[config.mk]
export PLATFORM = sky130hd
export DESIGN_NAME = u2g_op_fifo
export DESIGN_NICKNAME = d
export VERILOG_FILES = /design/src/rtl/u2g_pkg.sv /design/src/rtl/u2g_op_fifo.sv
export SDC_FILE = /design/constraint.sdc
export NUM_CORES = 1
export LEC_CHECK = 0
export BUFFER_PORTS_ARGS = -buffer_cell sky130_fd_sc_hd__buf_2
export CAP_MARGIN = 20
export CORE_MARGIN = 2
export CORE_UTILIZATION = 61
export CTS_CLUSTER_DIAMETER = 30
export DETAILED_ROUTE_END_ITERATION = 8
export GPL_ROUTABILITY_DRIVEN = 0
export GPL_TIMING_DRIVEN = 0
export PLACE_DENSITY_LB_ADDON = 0.25
export REMOVE_ABC_BUFFERS = 1
export SLEW_MARGIN = 0
export SYNTH_ARGS = -nofsm -noshare
export SYNTH_HDL_FRONTEND = slang
export SYNTH_SLANG_ARGS = --single-unit
[constraint.sdc]
create_clock -name clk_i -period 5.5 [get_ports clk_i]
set_input_delay 0.275 -clock clk_i [delete_from_list [all_inputs] [get_ports clk_i]]
set_output_delay 0.275 -clock clk_i [all_outputs]
set_load 0.01 [all_outputs]
[src/rtl/u2g_pkg.sv]
`timescale 1ns / 1ps

package u2g_pkg;

  // Sizes of the table and of the queue between front and back.
  localparam int GlyphEntries = 256;
  localparam int OpFifoDepth  = 4;

  // Configuration port.
  localparam int AddrWidth = 5;
  localparam int DataWidth = 32;

  localparam logic [2:0] RegCapacity     = 3'd0;
  localparam logic [2:0] RegGlyphCount   = 3'd1;
  localparam logic [2:0] RegSpaceCode    = 3'd2;
  localparam logic [2:0] RegQuestionCode = 3'd3;
  localparam logic [2:0] RegEndCode      = 3'd4;

  localparam logic [15:0] CapacityReset     = 16'd64;
  localparam logic [8:0]  GlyphCountReset   = 9'd0;
  localparam logic [15:0] SpaceCodeReset    = 16'd1;
  localparam logic [15:0] QuestionCodeReset = 16'd2;
  localparam logic [15:0] EndCodeReset      = 16'hFFFF;

  // UTF-8 lead and continuation byte patterns.
  localparam logic [7:0] AsciiLimit = 8'h80;
  localparam logic [7:0] Lead2Mask  = 8'hE0;
  localparam logic [7:0] Lead2Tag   = 8'hC0;
  localparam logic [7:0] Lead3Mask  = 8'hF0;
  localparam logic [7:0] Lead3Tag   = 8'hE0;
  localparam logic [7:0] Lead4Mask  = 8'hF8;
  localparam logic [7:0] Lead4Tag   = 8'hF0;
  localparam logic [7:0] ContMask   = 8'hC0;
  localparam logic [7:0] ContTag    = 8'h80;

  // Code points with an arithmetic mapping.
  localparam logic [20:0] SpacePoint = 21'h20;
  localparam logic [20:0] DigitFirst = 21'h30;
  localparam logic [20:0] DigitLast  = 21'h39;
  localparam logic [20:0] UpperFirst = 21'h41;
  localparam logic [20:0] UpperLast  = 21'h5A;
  localparam logic [20:0] LowerFirst = 21'h61;
  localparam logic [20:0] LowerLast  = 21'h7A;
  localparam logic [15:0] DigitBase  = 16'h0121;
  localparam logic [15:0] UpperBase  = 16'h012B;
  localparam logic [15:0] LowerBase  = 16'h0145;

  typedef enum logic [1:0] {
    OP_WRITE,
    OP_POINT,
    OP_TERM
  } op_kind_e;

  // What the same input byte still adds to the queue after this request.
  typedef enum logic [1:0] {
    FOL_NONE,
    FOL_POINT,
    FOL_TERM
  } follow_e;

  typedef struct packed {
    op_kind_e    kind;
    follow_e     follow;
    logic        bad;
    logic [20:0] point;
    logic [7:0]  index;
    logic [15:0] glyph;
  } op_t;

  typedef struct packed {
    logic [15:0] capacity;
    logic [8:0]  glyph_count;
    logic [15:0] space_code;
    logic [15:0] question_code;
    logic [15:0] end_code;
  } cfg_t;

  typedef struct packed {
    logic [20:0] point;
    logic [15:0] glyph;
  } glyph_entry_t;

  typedef struct packed {
    logic [15:0] glyph;
    logic        was_unmapped;
    logic        end_of_string;
    logic        truncated;
    logic [15:0] written_total;
    logic [15:0] unmapped_total;
    logic        last;
  } result_t;

endpackage

[src/rtl/u2g_op_fifo.sv]
`timescale 1ns / 1ps

// Short request queue between the front end and the back end.
module u2g_op_fifo (
  input  logic         clk_i,
  input  logic         rst_ni,
  input  logic         push_i,
  input  u2g_pkg::op_t push_op_i,
  output logic         full_o,
  input  logic         pop_i,
  output logic         valid_o,
  output u2g_pkg::op_t pop_op_o
);

  localparam int Depth = u2g_pkg::OpFifoDepth;
  localparam int PtrW  = (Depth > 1) ? $clog2(Depth) : 1;
  localparam int CntW  = $clog2(Depth + 1);

  u2g_pkg::op_t slot_q [Depth];
  logic [PtrW-1:0] wr_ptr_q, rd_ptr_q;
  logic [CntW-1:0] count_q;
  logic do_push, do_pop;

  assign full_o   = (count_q == CntW'(Depth));
  assign valid_o  = (count_q != '0);
  assign pop_op_o = slot_q[rd_ptr_q];
  assign do_push  = push_i && !full_o;
  assign do_pop   = pop_i && valid_o;

  // Pointer and fill count bookkeeping.
  always_ff @(posedge clk_i or negedge rst_ni) begin
    if (!rst_ni) begin
      wr_ptr_q <= '0;
      rd_ptr_q <= '0;
      count_q  <= '0;
    end else begin
      if (do_push) begin
        wr_ptr_q <= (wr_ptr_q == PtrW'(Depth - 1)) ? '0 : wr_ptr_q + PtrW'(1);
      end
      if (do_pop) begin
        rd_ptr_q <= (rd_ptr_q == PtrW'(Depth - 1)) ? '0 : rd_ptr_q + PtrW'(1);
      end
      if (do_push && !do_pop) begin
        count_q <= count_q + CntW'(1);
      end else if (do_pop && !do_push) begin
        count_q <= count_q - CntW'(1);
      end
    end
  end

  always_ff @(posedge clk_i) begin
    if (do_push) begin
      slot_q[wr_ptr_q] <= push_op_i;
    end
  end

endmodule

* Yosys cells after proc, flatten, opt, wreduce, memory -nomap -nowiden
Memory sizes are Yosys's and may differ from the RTL's. Index checks and enable logic that the tools add are counted.
Word-level totals: memory bits (writable) 200, register bits 7, output and inout port bits 52, memories 1, word-level logic and storage cells 26, input bits 54
Memories:
- slot_q | depth 4, width 50, rd ports 1, clocked after Yosys merged registers in 0, wr ports 1, line u2g_op_fifo.sv:19 | u2g_pkg::op_t slot_q [Depth];
Cells by class: eq/ne operators 3, mux-type cells 6, reductions and logical operators 9, $add $sub $neg 4
Operators by type and width (count):
- $mux W3 | 2
- $add A2 B1 Y2 const B | 2
- $eq A2 B2 Y1 const B | 2
- $logic_and A1 B1 Y1 | 4
- $mux W2 | 2
- $add A3 B1 Y3 const B | 1
- $eq A3 B3 Y1 const B | 1
- $logic_not A1 Y1 | 3
- $reduce_bool A3 Y1 | 1
- $sub A3 B1 Y3 const B | 1
- $mux W1 | 2
- $reduce_bool A2 Y1 | 1

* Longest topological paths before layout
depth after elaboration 7, depth in mapped cells 8, mapped depth without buffers 8

* Worst setup path before layout
No wires, ideal clock.
kind reg2reg, from register wr_ptr_q[0], to memory slot_q[3][0] (netlist name) (enable), cell stages (with the launch flop) 4, setup slack 2.327 ns, path buffers 0, arrival 2.715 ns, data required time 5.041 ns, setup time 0.459 ns, path through dfrtp_1 -> ha_1 -> nand2_1 -> nor2_1
RTL lines:
- from (decl) | line u2g_op_fifo.sv:20 | logic [PtrW-1:0] wr_ptr_q, rd_ptr_q;
- from (signal assigned) | line u2g_op_fifo.sv:38 | wr_ptr_q <= (wr_ptr_q == PtrW'(Depth - 1)) ? '0 : wr_ptr_q + PtrW'(1);
- to (decl) | line u2g_op_fifo.sv:19
Straight into the memory's write port.

==> metrics.md <==
| Metric | Value |
|---|---|
| Run status | finished clean |
| Skew final | 0.01169 ns |
| Min Clock Period, post-route | 2.594 ns |
| Synthesized flop and latch total | 207 |
| DP HPWL | 7657 um |
| # port buffers | 105 |
| R2R setup slack | 3.38 ns |
| GR Layer Usage met2 | 33.14% |
| GRT Util Overall | 20.16% |
| Setup CP Type | reg -> out |
| Synthesis Warnings | 0 |
| PnR worst setup slack | 2.907 ns |
| Antenna Cells | 0 |
| Synth area leaders | edfxtp_1 (78%), mux4_2 (14%), dfrtp_1 (2.3%) |
| Clock slew at reported path FFs | 0.05 ns |
| Reg area | 0.006186 mm^2 |
| Final setup viols | 0 |
| Pwr Total | 5.735 mW |
| Footprint of the multi-input gates | 0.001410 mm^2 |
| Max Fclk | 385.6 MHz |
| Slew headroom | 53.71% |
| Nets | 501 |
| DRT antenna net count | 0 |
| Root Driver | clkbuf_16 |
| RR Startpoint | count_q[0]$_DFFE_PN0P_ |
| Ratio of final minimum period to clock period | 47.15% |
| Largest net degree at the start of global routing | 30 |
| Initial cell density of the core | 61.77% |
| Synth area leader | edfxtp_1 |
| First-pass GRT wire length | 19950 um |
| Unrepaired setup endpoints after global routing | false |
| Worst hold endpoint | slot_q[1][27]$_DFFE_PP_ |
| Post-Syn Instances | 299 |
| Unique masters post-synth | 22 |
| Max-cap violations | 0 |
| Worst setup EP type | output port |
| Inserted Clock Buffers | 36 |
| Mean Syn Cell Area | 25.86 um^2 |
| Power density cells | 591.5 mW/mm^2 |
| Worst slack, placed | 3.348 ns |
| # clock sinks | 207 |
| Met3 usage | 5.968% |
| CTS H-Tree Depth | 2 |
| Max Slew Vio Count | 0 |
| DIE HEIGHT | 116.6 um |
| Crit Path Max Fanout | 28 |
| Vias in the first global route | 3739 |
| Worst-Margin Slew | 0.6944 ns |
| Grt peak-use layer | met2 |
| Vias per inst | 5.582 |
| Die area | 0.01359 mm^2 |
| Starting DRT DRC Count | 262 |
| Worst Hold Depth | 1 |
| Layout cells sized above 1 | 48.60% |
| Area of the core | 0.01252 mm^2 |
| Die width | 116.6 um |
| Vias | 3556 |
| Post CTS Setup Buffer Count | 0 |
| WP data arrival | 2.32 ns |
| Post-synthesis sequential area ratio | 79.95% |
| Min-Delay Startpoint | push_op_i[27] |
| # rows | 41 |
| Fin. Hold Viols | 0 |
| Yosys top cell area share | 77.68% |
| CTS tree | done |
| FILL cells | 683 |
| WL/cell | 20.84 um |
| Post-Route WL | 13280 um |
| GR met1 Demand/Resource | 26.48% |
| First drt pass iteration count | 4 |
| Placed cell count | 571 |
| R2r endpoint | count_q[2]$_DFFE_PN0P_ |
| Clock latency on the worst-skew pair | 0.48 ns |
| CTS max path bufs | 3 |
| Initial antenna violation count | 0 |
| Hold Crit Class | in -> reg |
| Overflow after GRT | 0 |
| VDD IR max | 0.4730 mV |
| Post-CTS sizing | 0 |
| CP Launch Type | register |
| Mapped cell area | 0.007731 mm^2 |
| Final non-filler cell total | 637 |
| Post-layout util | 77.46% |
| WP data required | 5.22 ns |
| Final setup TNS | 0 ns |
| Area growth syn-to-layout | 25.41% |
| Top Ports | 106 |
| Leakage | 3.430 nW |
| Worst reg2reg path depth | 8 |
| DR DRC count | 0 |
[registers in the layout, indices dropped and copies added, names as in the netlist]
register	cells
wr_ptr_q	2
slot_q	200
count_q	3
rd_ptr_q	2
[power by group]
group / internal, mW / total, mW / switching (mW)
combinational: 0.704 / 1.38 / 0.676
clock: 1.40 / 2.08 / 0.678
sequential: 2.09 / 2.27 / 0.183
[cells in the mapped netlist]
library cell  number
fa_1               1
mux4_1             2
nor2_1             4
ha_1               6
or3_4              1
edfxtp_1         200
xor2_1             2
xnor2_1            1
and2_1             3
nand2_1            1
buf_2              5
mux2_1             2
buf_6              1
nor3b_4            1
inv_1              3
nor2b_2            1
nand2_4            1
clkbuf_1           1
mux2_2             3
mux4_2            48
dfrtp_1            7
buf_12             5
[cell type report]
class | instances | area share, %
inverters | 3 | 0.1161
clock buffers | 40 | 9.666
repair buffers | 115 | 7.407
flip-flops and latches | 207 | 63.80
clock inverters | 23 | 2.245
multi-input cells | 77 | 14.54
well taps | 172 | 2.220
[placed cells by master (no fill, tap or decap), types with 3 or more instances in the layout]
| cell type | synthesis | final |
|---|---|---|
| and2_2 | 0 | 3 |
| buf_12 | 5 | 4 |
| buf_16 | 0 | 3 |
| buf_2 | 5 | 105 |
| bufinv_16 | 0 | 4 |
| clkbuf_1 | 1 | 3 |
| clkbuf_16 | 0 | 37 |
| clkinv_1 | 0 | 7 |
| clkinv_2 | 0 | 8 |
| clkinvlp_4 | 0 | 3 |
| dfrtp_1 | 7 | 5 |
| dlygate4sd3_1 | 0 | 3 |
| edfxtp_1 | 200 | 200 |
| ha_1 | 6 | 6 |
| inv_1 | 3 | 3 |
| mux2_2 | 3 | 3 |
| mux4_2 | 48 | 48 |
| nor2_1 | 4 | 3 |
[routing by layer]
layer	vias up	part of all wire (%)
met5	-	0
met4	0	1.5
met3	17	5.9
met2	100	52
met1	1872	41
li1	1567	-
[critical path: stages (launching register included)]
cell     delay [ns]
dfrtp_4        0.75
buf_16         0.30
mux4_1         0.61
buf_2          0.17
[through the flow]
step	cell area, um^2	hold WS [ns]
global route	9696	0.002947
finish	9696	0.01599
floorplan	7591	-0.02059
CTS	9696	0.0003245
detailed placement	8511	0.1143
global placement	8332	0.1167
[how the worst max path moves through the flow]
stage	startpoint	end	slack, ns	depth (start not counted)
6_report	rd_ptr_q[0]$_DFFE_PN0P_	pop_op_o[40]	2.91	3
4_1_cts	rd_ptr_q[0]$_DFFE_PN0P_	pop_op_o[30]	2.84	3
5_1_grt	rd_ptr_q[0]$_DFFE_PN0P_	pop_op_o[30]	2.75	3
3_3_place_gp	wr_ptr_q[0]$_DFFE_PN0P_	slot_q[3][13]$_DFFE_PP_	0.62	3
3_5_place_dp	rd_ptr_q[0]$_DFFE_PN0P_	pop_op_o[30]	3.35	3
2_1_floorplan	wr_ptr_q[0]$_DFFE_PN0P_	slot_q[3][0]$_DFFE_PP_	2.33	3
[cell families (layout without fill, tap and decap cells)]
kind of cell	after synthesis	after routing	synth area share (%)
DFF	207	207	79.95
muxes	55	55	15.39
buffers and inverters	15	181	1.958
and+or+nand+nor	12	12	1.133
adders and majority gates	7	7	1.230
xor gates and xnor gates	3	3	0.3399
[timing repair]
action                                 in CTS  in global routing
hold buffers                                3                  0
setup endpoints to repair                   0                  0
endpoints found under the hold margin      12                  0
Note: power is estimated with default switching activity, not from simulation.
