`src/rtl/u2g_pkg.sv`:
```
`timescale 1ns / 1ps

package u2g_pkg;

  // Sizes of the table and of the queue between front and back.
  localparam int GlyphEntries = 256;
  localparam int OpFifoDepth  = 4;

  // Configuration port.
  localparam int AddrWidth = 5;
  localparam int DataWidth = 32;

  localparam logic [2:0] RegCapacity     = 3'd0;
  localparam logic [2:0] RegGlyphCount   = 3'd1;
  localparam logic [2:0] RegSpaceCode    = 3'd2;
  localparam logic [2:0] RegQuestionCode = 3'd3;
  localparam logic [2:0] RegEndCode      = 3'd4;

  localparam logic [15:0] CapacityReset     = 16'd64;
  localparam logic [8:0]  GlyphCountReset   = 9'd0;
  localparam logic [15:0] SpaceCodeReset    = 16'd1;
  localparam logic [15:0] QuestionCodeReset = 16'd2;
  localparam logic [15:0] EndCodeReset      = 16'hFFFF;

  // UTF-8 lead and continuation byte patterns.
  localparam logic [7:0] AsciiLimit = 8'h80;
  localparam logic [7:0] Lead2Mask  = 8'hE0;
  localparam logic [7:0] Lead2Tag   = 8'hC0;
  localparam logic [7:0] Lead3Mask  = 8'hF0;
  localparam logic [7:0] Lead3Tag   = 8'hE0;
  localparam logic [7:0] Lead4Mask  = 8'hF8;
  localparam logic [7:0] Lead4Tag   = 8'hF0;
  localparam logic [7:0] ContMask   = 8'hC0;
  localparam logic [7:0] ContTag    = 8'h80;

  // Code points with an arithmetic mapping.
  localparam logic [20:0] SpacePoint = 21'h20;
  localparam logic [20:0] DigitFirst = 21'h30;
  localparam logic [20:0] DigitLast  = 21'h39;
  localparam logic [20:0] UpperFirst = 21'h41;
  localparam logic [20:0] UpperLast  = 21'h5A;
  localparam logic [20:0] LowerFirst = 21'h61;
  localparam logic [20:0] LowerLast  = 21'h7A;
  localparam logic [15:0] DigitBase  = 16'h0121;
  localparam logic [15:0] UpperBase  = 16'h012B;
  localparam logic [15:0] LowerBase  = 16'h0145;

  typedef enum logic [1:0] {
    OP_WRITE,
    OP_POINT,
    OP_TERM
  } op_kind_e;

  // What the same input byte still adds to the queue after this request.
  typedef enum logic [1:0] {
    FOL_NONE,
    FOL_POINT,
    FOL_TERM
  } follow_e;

  typedef struct packed {
    op_kind_e    kind;
    follow_e     follow;
    logic        bad;
    logic [20:0] point;
    logic [7:0]  index;
    logic [15:0] glyph;
  } op_t;

  typedef struct packed {
    logic [15:0] capacity;
    logic [8:0]  glyph_count;
    logic [15:0] space_code;
    logic [15:0] question_code;
    logic [15:0] end_code;
  } cfg_t;

  typedef struct packed {
    logic [20:0] point;
    logic [15:0] glyph;
  } glyph_entry_t;

  typedef struct packed {
    logic [15:0] glyph;
    logic        was_unmapped;
    logic        end_of_string;
    logic        truncated;
    logic [15:0] written_total;
    logic [15:0] unmapped_total;
    logic        last;
  } result_t;

endpackage

```
`src/rtl/u2g_front.sv`:
```
`timescale 1ns / 1ps

// Front end: accepts requests, tracks UTF-8 sequences and queues work
// requests for the back end (table writes, code points, terminators).
module u2g_front (
  input  logic            clk_i,
  input  logic            rst_ni,
  input  logic            in_valid_i,
  output logic            in_ready_o,
  input  logic            req_type_i,
  input  logic [7:0]      data_byte_i,
  input  logic [7:0]      entry_index_i,
  input  logic [20:0]     entry_code_point_i,
  input  logic [15:0]     entry_glyph_i,
  output logic            push_valid_o,
  output u2g_pkg::op_t    push_op_o,
  input  logic            fifo_full_i
);

  typedef struct packed {
    logic        emit;
    logic        bad;
    logic [20:0] point;
    logic [1:0]  pend;
    logic [20:0] part;
  } lead_t;

  // Classify a byte that starts a new sequence.
  function automatic lead_t decode_lead(logic [7:0] b);
    lead_t r;
    r = '0;
    if (b < u2g_pkg::AsciiLimit) begin
      r.emit  = 1'b1;
      r.point = {13'd0, b};
    end else if ((b & u2g_pkg::Lead2Mask) == u2g_pkg::Lead2Tag) begin
      r.pend = 2'd1;
      r.part = {16'd0, b[4:0]};
    end else if ((b & u2g_pkg::Lead3Mask) == u2g_pkg::Lead3Tag) begin
      r.pend = 2'd2;
      r.part = {17'd0, b[3:0]};
    end else if ((b & u2g_pkg::Lead4Mask) == u2g_pkg::Lead4Tag) begin
      r.pend = 2'd3;
      r.part = {18'd0, b[2:0]};
    end else begin
      r.emit = 1'b1;
      r.bad  = 1'b1;
    end
    return r;
  endfunction

  function automatic u2g_pkg::op_t point_op(logic [20:0] point, logic bad,
                                            u2g_pkg::follow_e follow);
    u2g_pkg::op_t o;
    o        = '0;
    o.kind   = u2g_pkg::OP_POINT;
    o.follow = follow;
    o.bad    = bad;
    o.point  = point;
    return o;
  endfunction

  logic [1:0]   pend_q, pend_d;
  logic [20:0]  part_q, part_d;
  logic         hold_valid_q;
  u2g_pkg::op_t hold_op_q;

  u2g_pkg::op_t op0, op1;
  logic         op0_valid, op1_valid;
  lead_t        lead;
  logic [20:0]  part_next;
  logic         accept;

  assign in_ready_o = !hold_valid_q && !fifo_full_i;
  assign accept     = in_valid_i && in_ready_o;
  assign lead       = decode_lead(data_byte_i);
  assign part_next  = {part_q[14:0], data_byte_i[5:0]};

  // Decode the offered byte into at most two queue requests.
  always_comb begin
    op0       = '0;
    op1       = '0;
    op0_valid = 1'b0;
    op1_valid = 1'b0;
    pend_d    = pend_q;
    part_d    = part_q;
    if (req_type_i) begin
      op0.kind  = u2g_pkg::OP_WRITE;
      op0.index = entry_index_i;
      op0.point = entry_code_point_i;
      op0.glyph = entry_glyph_i;
      op0_valid = 1'b1;
    end else begin
      if (pend_q != 2'd0) begin
        if ((data_byte_i & u2g_pkg::ContMask) == u2g_pkg::ContTag) begin
          pend_d = pend_q - 2'd1;
          part_d = part_next;
          if (pend_q == 2'd1) begin
            op0       = point_op(part_next, 1'b0, u2g_pkg::FOL_NONE);
            op0_valid = 1'b1;
          end
        end else begin
          // The sequence is broken: one bad point, then the byte starts over.
          pend_d    = 2'd0;
          op0_valid = 1'b1;
          if (data_byte_i == 8'd0) begin
            op0       = point_op('0, 1'b1, u2g_pkg::FOL_TERM);
            op1.kind  = u2g_pkg::OP_TERM;
            op1_valid = 1'b1;
          end else if (lead.emit) begin
            op0       = point_op('0, 1'b1, u2g_pkg::FOL_POINT);
            op1       = point_op(lead.point, lead.bad, u2g_pkg::FOL_NONE);
            op1_valid = 1'b1;
          end else begin
            op0    = point_op('0, 1'b1, u2g_pkg::FOL_NONE);
            pend_d = lead.pend;
            part_d = lead.part;
          end
        end
      end else if (data_byte_i != 8'd0) begin
        if (lead.emit) begin
          op0       = point_op(lead.point, lead.bad, u2g_pkg::FOL_NONE);
          op0_valid = 1'b1;
        end else begin
          pend_d = lead.pend;
          part_d = lead.part;
        end
      end else begin
        op0.kind  = u2g_pkg::OP_TERM;
        op0_valid = 1'b1;
      end
      // The terminator clears the sequence state for the next string.
      if (data_byte_i == 8'd0) begin
        pend_d = 2'd0;
        part_d = '0;
      end
    end
  end

  // A second request waits in the holding register while input is stalled.
  assign push_valid_o = hold_valid_q ? !fifo_full_i : (accept && op0_valid);
  assign push_op_o    = hold_valid_q ? hold_op_q : op0;

  always_ff @(posedge clk_i or negedge rst_ni) begin
    if (!rst_ni) begin
      pend_q       <= 2'd0;
      part_q       <= '0;
      hold_valid_q <= 1'b0;
    end else begin
      if (accept) begin
        pend_q       <= pend_d;
        part_q       <= part_d;
        hold_valid_q <= op1_valid;
      end else if (hold_valid_q && !fifo_full_i) begin
        hold_valid_q <= 1'b0;
      end
    end
  end

  always_ff @(posedge clk_i) begin
    if (accept) begin
      hold_op_q <= op1;
    end
  end

endmodule

```
`config.mk`:
```
export PLATFORM = sky130hd
export DESIGN_NAME = u2g_front
export DESIGN_NICKNAME = d
export VERILOG_FILES = /design/src/rtl/u2g_pkg.sv /design/src/rtl/u2g_front.sv
export SDC_FILE = /design/constraint.sdc
export NUM_CORES = 1
export LEC_CHECK = 0
export ABC_AREA = 1
export BUFFER_PORTS_ARGS = -buffer_cell sky130_fd_sc_hd__buf_2
export CAP_MARGIN = 20
export CORE_MARGIN = 5
export CORE_UTILIZATION = 50
export DETAILED_ROUTE_END_ITERATION = 8
export HOLD_SLACK_MARGIN = 0.08
export PLACE_DENSITY = 0.86
export SYNTH_ARGS = -nofsm -noshare
export SYNTH_HDL_FRONTEND = slang
export SYNTH_SLANG_ARGS = --single-unit
export TNS_END_PERCENT = 20
```
`constraint.sdc`:
```
create_clock -name clk_i -period 4.7 [get_ports clk_i]
set_input_delay 0.705 -clock clk_i [delete_from_list [all_inputs] [get_ports clk_i]]
set_output_delay 0.705 -clock clk_i [all_outputs]
set_load 0.005 [all_outputs]
```
=== Word level (Yosys, flattened, before mapping) ===
Cells that the tools add are included.

* Memories: 0
* Word-level logic and storage cells: 82
* Latch bits: 0
* Flip-flop bits (word level): 74
* Bits in writable memories: 0
* ROM bits: 0
* Bits of input ports: 58
* Output and inout port bits: 52

* Div/mod/pow operators: 0
* Reduce and logical (&&, ||, !) cells: 15
* Bitwise logic cells: 2
* Shifts and indexed selects: 0
* $lt $le $gt $ge: 1
* Add/subtract/negate cells: 1
* Multiply operators: 0
* Muxes and demuxes: 47
* Equal/unequal tests: 6

{| class="wikitable"
|+ Operator list
! kind !! count
|-
| two-way mux 50 bit || 4
|-
| two-way mux 21 bit || 5
|-
| two-way mux 49 bit || 2
|-
| two-way mux 23 bit || 4
|-
| two-way mux 48 bit || 1
|-
| two-way mux 47 bit || 1
|-
| two-way mux 45 bit || 1
|-
| two-way mux 2 bit || 12
|-
| two-way mux 1 bit || 15
|-
| zero test 8 bit || 1
|-
| less-than comparator 8 bit, second input constant || 1
|-
| two-way mux 8 bit || 1
|-
| nonzero test 8 bit || 1
|-
| == test 5 bit, second input constant || 1
|-
| == test 4 bit, second input constant || 1
|-
| logical AND 1 bit || 4
|-
| AND reduction 4 bit || 1
|-
| nonzero test 2 bit || 2
|-
| OR reduction 4 bit || 1
|-
| == test 3 bit, second input constant || 1
|-
| two-way mux 3 bit || 1
|-
| != test 3 x 1 -> 1 bit, second input constant || 1
|-
| AND reduction 3 bit || 1
|-
| nonzero test 3 bit || 1
|-
| 6 further kinds || 8
|}

=== Logic depth before layout (Yosys ltp) ===
* Depth after elaboration: 11
* Depth in mapped cells: 9
* Gate-level depth less buffers: 8

=== Least setup slack after synthesis ===
No wires, ideal clock.

* Kind: in2out
* Start point: input port req_type_i
* End point: output port push_op_o[35] in the netlist's numbering
* Data required time: 3,995 ps
* Slack: 2,476 ps
* Arrival time: 1,519 ps
* Buffers on the path: 1
* Stages on the path: 6
* Cells stage by stage: buf_2 nor2_4 nand2_1 inv_1 nand2_1 o31ai_1

{| class="wikitable"
|+ RTL lines
! item !! line !! text
|-
| start: declaration || u2g_front.sv:10 || <nowiki>input logic req_type_i,</nowiki>
|-
| end: declaration || u2g_front.sv:16 || <nowiki>output u2g_pkg::op_t push_op_o,</nowiki>
|}

==> summary.txt <==
Timing
  – Unrepaired setup endpoints after global routing: no
  – Fin crit share: 60.6%
  – Post-layout minimum cycle time: 2.85 ns
  – PnR worst setup slack: 1.85 ns
  – Setup Skew: 0.00921 ns
  – Count of final hold-check violations: 0
  – Min Hold Slack: 0.338 ns
  – Final number of max-transition violations: 0
  – Tightest Pin Transition: 0.807 ns
  – Slew margin rel.: 46.2%
  – Fmax: 351 MHz
  – Setup TNS: 0 ns
  – Final setup vio count: 0

Routing
  – Routed vias/inst: 5.38
  – DRT iter0 DRCs: 146
  – Post-route ant nets: 0
  – Drt pass-1 iters: 5
  – Final WL: 6.88 mm
  – Vias: 2590
  – WL/cell: 14.3 µm
  – Post-route DRC: 0

Clock network
  – Post-CTS sizing: 0
  – Sink Count: 28
  – Cts bufs inserted: 3
  – Bufs on Longest Clock Path: 2
  – CTS tree: done
  – Worst-path clk slew: 0.10 ns
  – Post-CTS Setup Bufs: 0
  – # hold bufs at CTS: 0
  – Clock Latency Late Sink: 0.28 ns
  – Clock Tree Root: clkbuf_8
  – H-tree levels: 1

Final layout
  – Layout net count: 490
  – Commonest non-fill, non-tap cell in the layout: buf_2
  – Ratio of cells with drive above 1 in the final layout: 32.9%
  – Final Util: 65.1%
  – Most frequent cells in the layout: buf_2 (109), nand2_1 (87), nor2_1 (52), nand3_1 (45), inv_1 (33)
  – # diodes: 0
  – Fillers: 411
  – Area Overhead vs Synth: 26.8%

Run status
  – Outcome: complete, no violations

Critical path
  – Worst Path Required: 3.99 ns
  – CP endpoint kind: output port
  – CP Max Fanout: 11
  – Critical path data arrival time: 2.14 ns
  – Reg2reg path depth: 8
  – CP Launch Type: register
  – Crit Path Class: register to output port

Pwr
  – Power Total: 0.000808 W
  – Lkg Pwr: 1.53 nW
  – Worst IR Drop VDD: 0.301 mV
  – PwrDens: 285 nW/µm²

Synth
  – Ys Warns: 0
  – Mean area per synthesized cell: 6.79 µm²
  – Post-synthesis simple-gate area fraction: 43.1%
  – Post-Synth Adder-Cell Area: 1.12%
  – Synth Register Bits: 28
  – Syn Std Cell Area: 2230 µm²
  – Post-synthesis mux area share: 0%
  – Synth Area in Compound Gates: 12.7%
  – Netlist cell types: 34
  – Sequential share of the synthesized area: 33.6%
  – Net count after synthesis: 389
  – XOR/XNOR share of the synthesized area: 0%
  – Mapped Cells: 329
  – Largest family of logic cells by synthesized area: simple AND/OR/NAND/NOR gates

GRT
  – Initial antenna violation count: 0
  – Global-route wire length before repair: 11.3 mm
  – GRT overflow: 0
  – Pin count of the biggest net entering global routing: 46
  – Vias in the first global route: 2392
  – Global Route Usage Sum: 22.8%

Floorplanning
  – Row cnt: 24
  – Die Footprint: 5910 µm²
  – Core Area: 4350 µm²
  – Die H: 76.9 µm
  – I/O pin count: 110
  – Initial Util: 51.3%
  – Floorplan die width: 76.9 µm

Place
  – HPWL Detailed: 5.40 mm
  – Routability cong.: 0.933
  – Port Buffers: 109
  – Worst slack at placement: 1.92 ns

Min path
  – Worst hold-check path type: input port to async pin

Job
  – Max-cap viol count: 0
-- area by class of cell --
cell class | instances | area, µm² | share of cell area, %
multi-input combinational | 250 | 1270 | 44.9
sequential | 28 | 751 | 26.5
timing repair buffer | 110 | 553 | 19.5
inverter | 37 | 146 | 5.17
tap | 52 | 65.1 | 2.30
clock buffer | 4 | 45.0 | 1.59
-- per-layer routing --
metal,vias to the layer above,wire length (µm),global-route usage [%]
li1,1274,-,-
met4,0,106,6.47
met1,1155,2570,27.4
met3,11,775,5.85
met2,150,3430,39.9
met5,-,0,0
-- worst max-delay path, cell delays in order (launching register included) --
cell and delay [ns]:
dfrtp_1 0.41, inv_1 0.08, ha_1 0.45, inv_1 0.25, nand2_1 0.27, nor2_1 0.10
nand2_1 0.07, o2111ai_1 0.09, buf_2 0.14
-- cell families (layout without fill, tap and decap cells) --
family | Yosys count | count (layout)
AND/OR/NAND/NOR | 207 | 207
buffers and inverters | 51 | 151
adder cells (fa/ha/maj) | 2 | 2
flip-flops | 28 | 28
AO/OA/AOI/OAI | 41 | 41
-- sequential cells by signal (all words and copies together) (netlist names) --
signal / flops
part_q: 15
pend_q: 2
hold_valid_q: 1
hold_op_q: 10
-- through the flow --
stage | cell area [µm²] | cells
after floorplan | 2230 | 329
after global placement | 2790 | 477
after detailed placement | 2790 | 477
after CTS | 2830 | 481
after global routing | 2830 | 481
final | 2830 | 481
-- power breakdown --
| group | internal, W | switching, W | total (W) |
|---|---|---|---|
| Combinational | 0.000123 | 0.000222 | 0.000345 |
| Sequential | 0.000299 | 0.0000266 | 0.000326 |
| Clock | 0.0000609 | 0.0000760 | 0.000137 |
-- cell usage after synthesis, drive strengths merged --
library cell  instances  area share, %
a21oi                 7            2.4
buf                   9            2.1
clkbuf                5           0.84
clkinv                1           0.17
dfrtp                18             20
edfxtp               10             13
ha                    2            1.1
inv                  36            6.4
nand2                93             18
nand3                47             11
nand4                 5            1.4
nor2                 58             12
nor3                  4           0.90
o2111ai               4            1.6
o211ai                1           0.34
o21ai                27            7.7
o31ai                 2           0.67
-- path summary, 6_finish.rpt --
check	slack [ns]	end	startpoint
worst max-delay path	1.85	push_op_o[29]	pend_q[0]
worst min-delay path	0.34	part_q[5]	rst_ni
worst max register to register	2.69	part_q[6]	pend_q[0]
worst min register to register	0.48	pend_q[1]	pend_q[1]
max in group asynchronous	4.06	part_q[13]	rst_ni
min in group clk_i	0.48	pend_q[1]	pend_q[1]
Note: power is estimated with default switching activity, not from simulation.
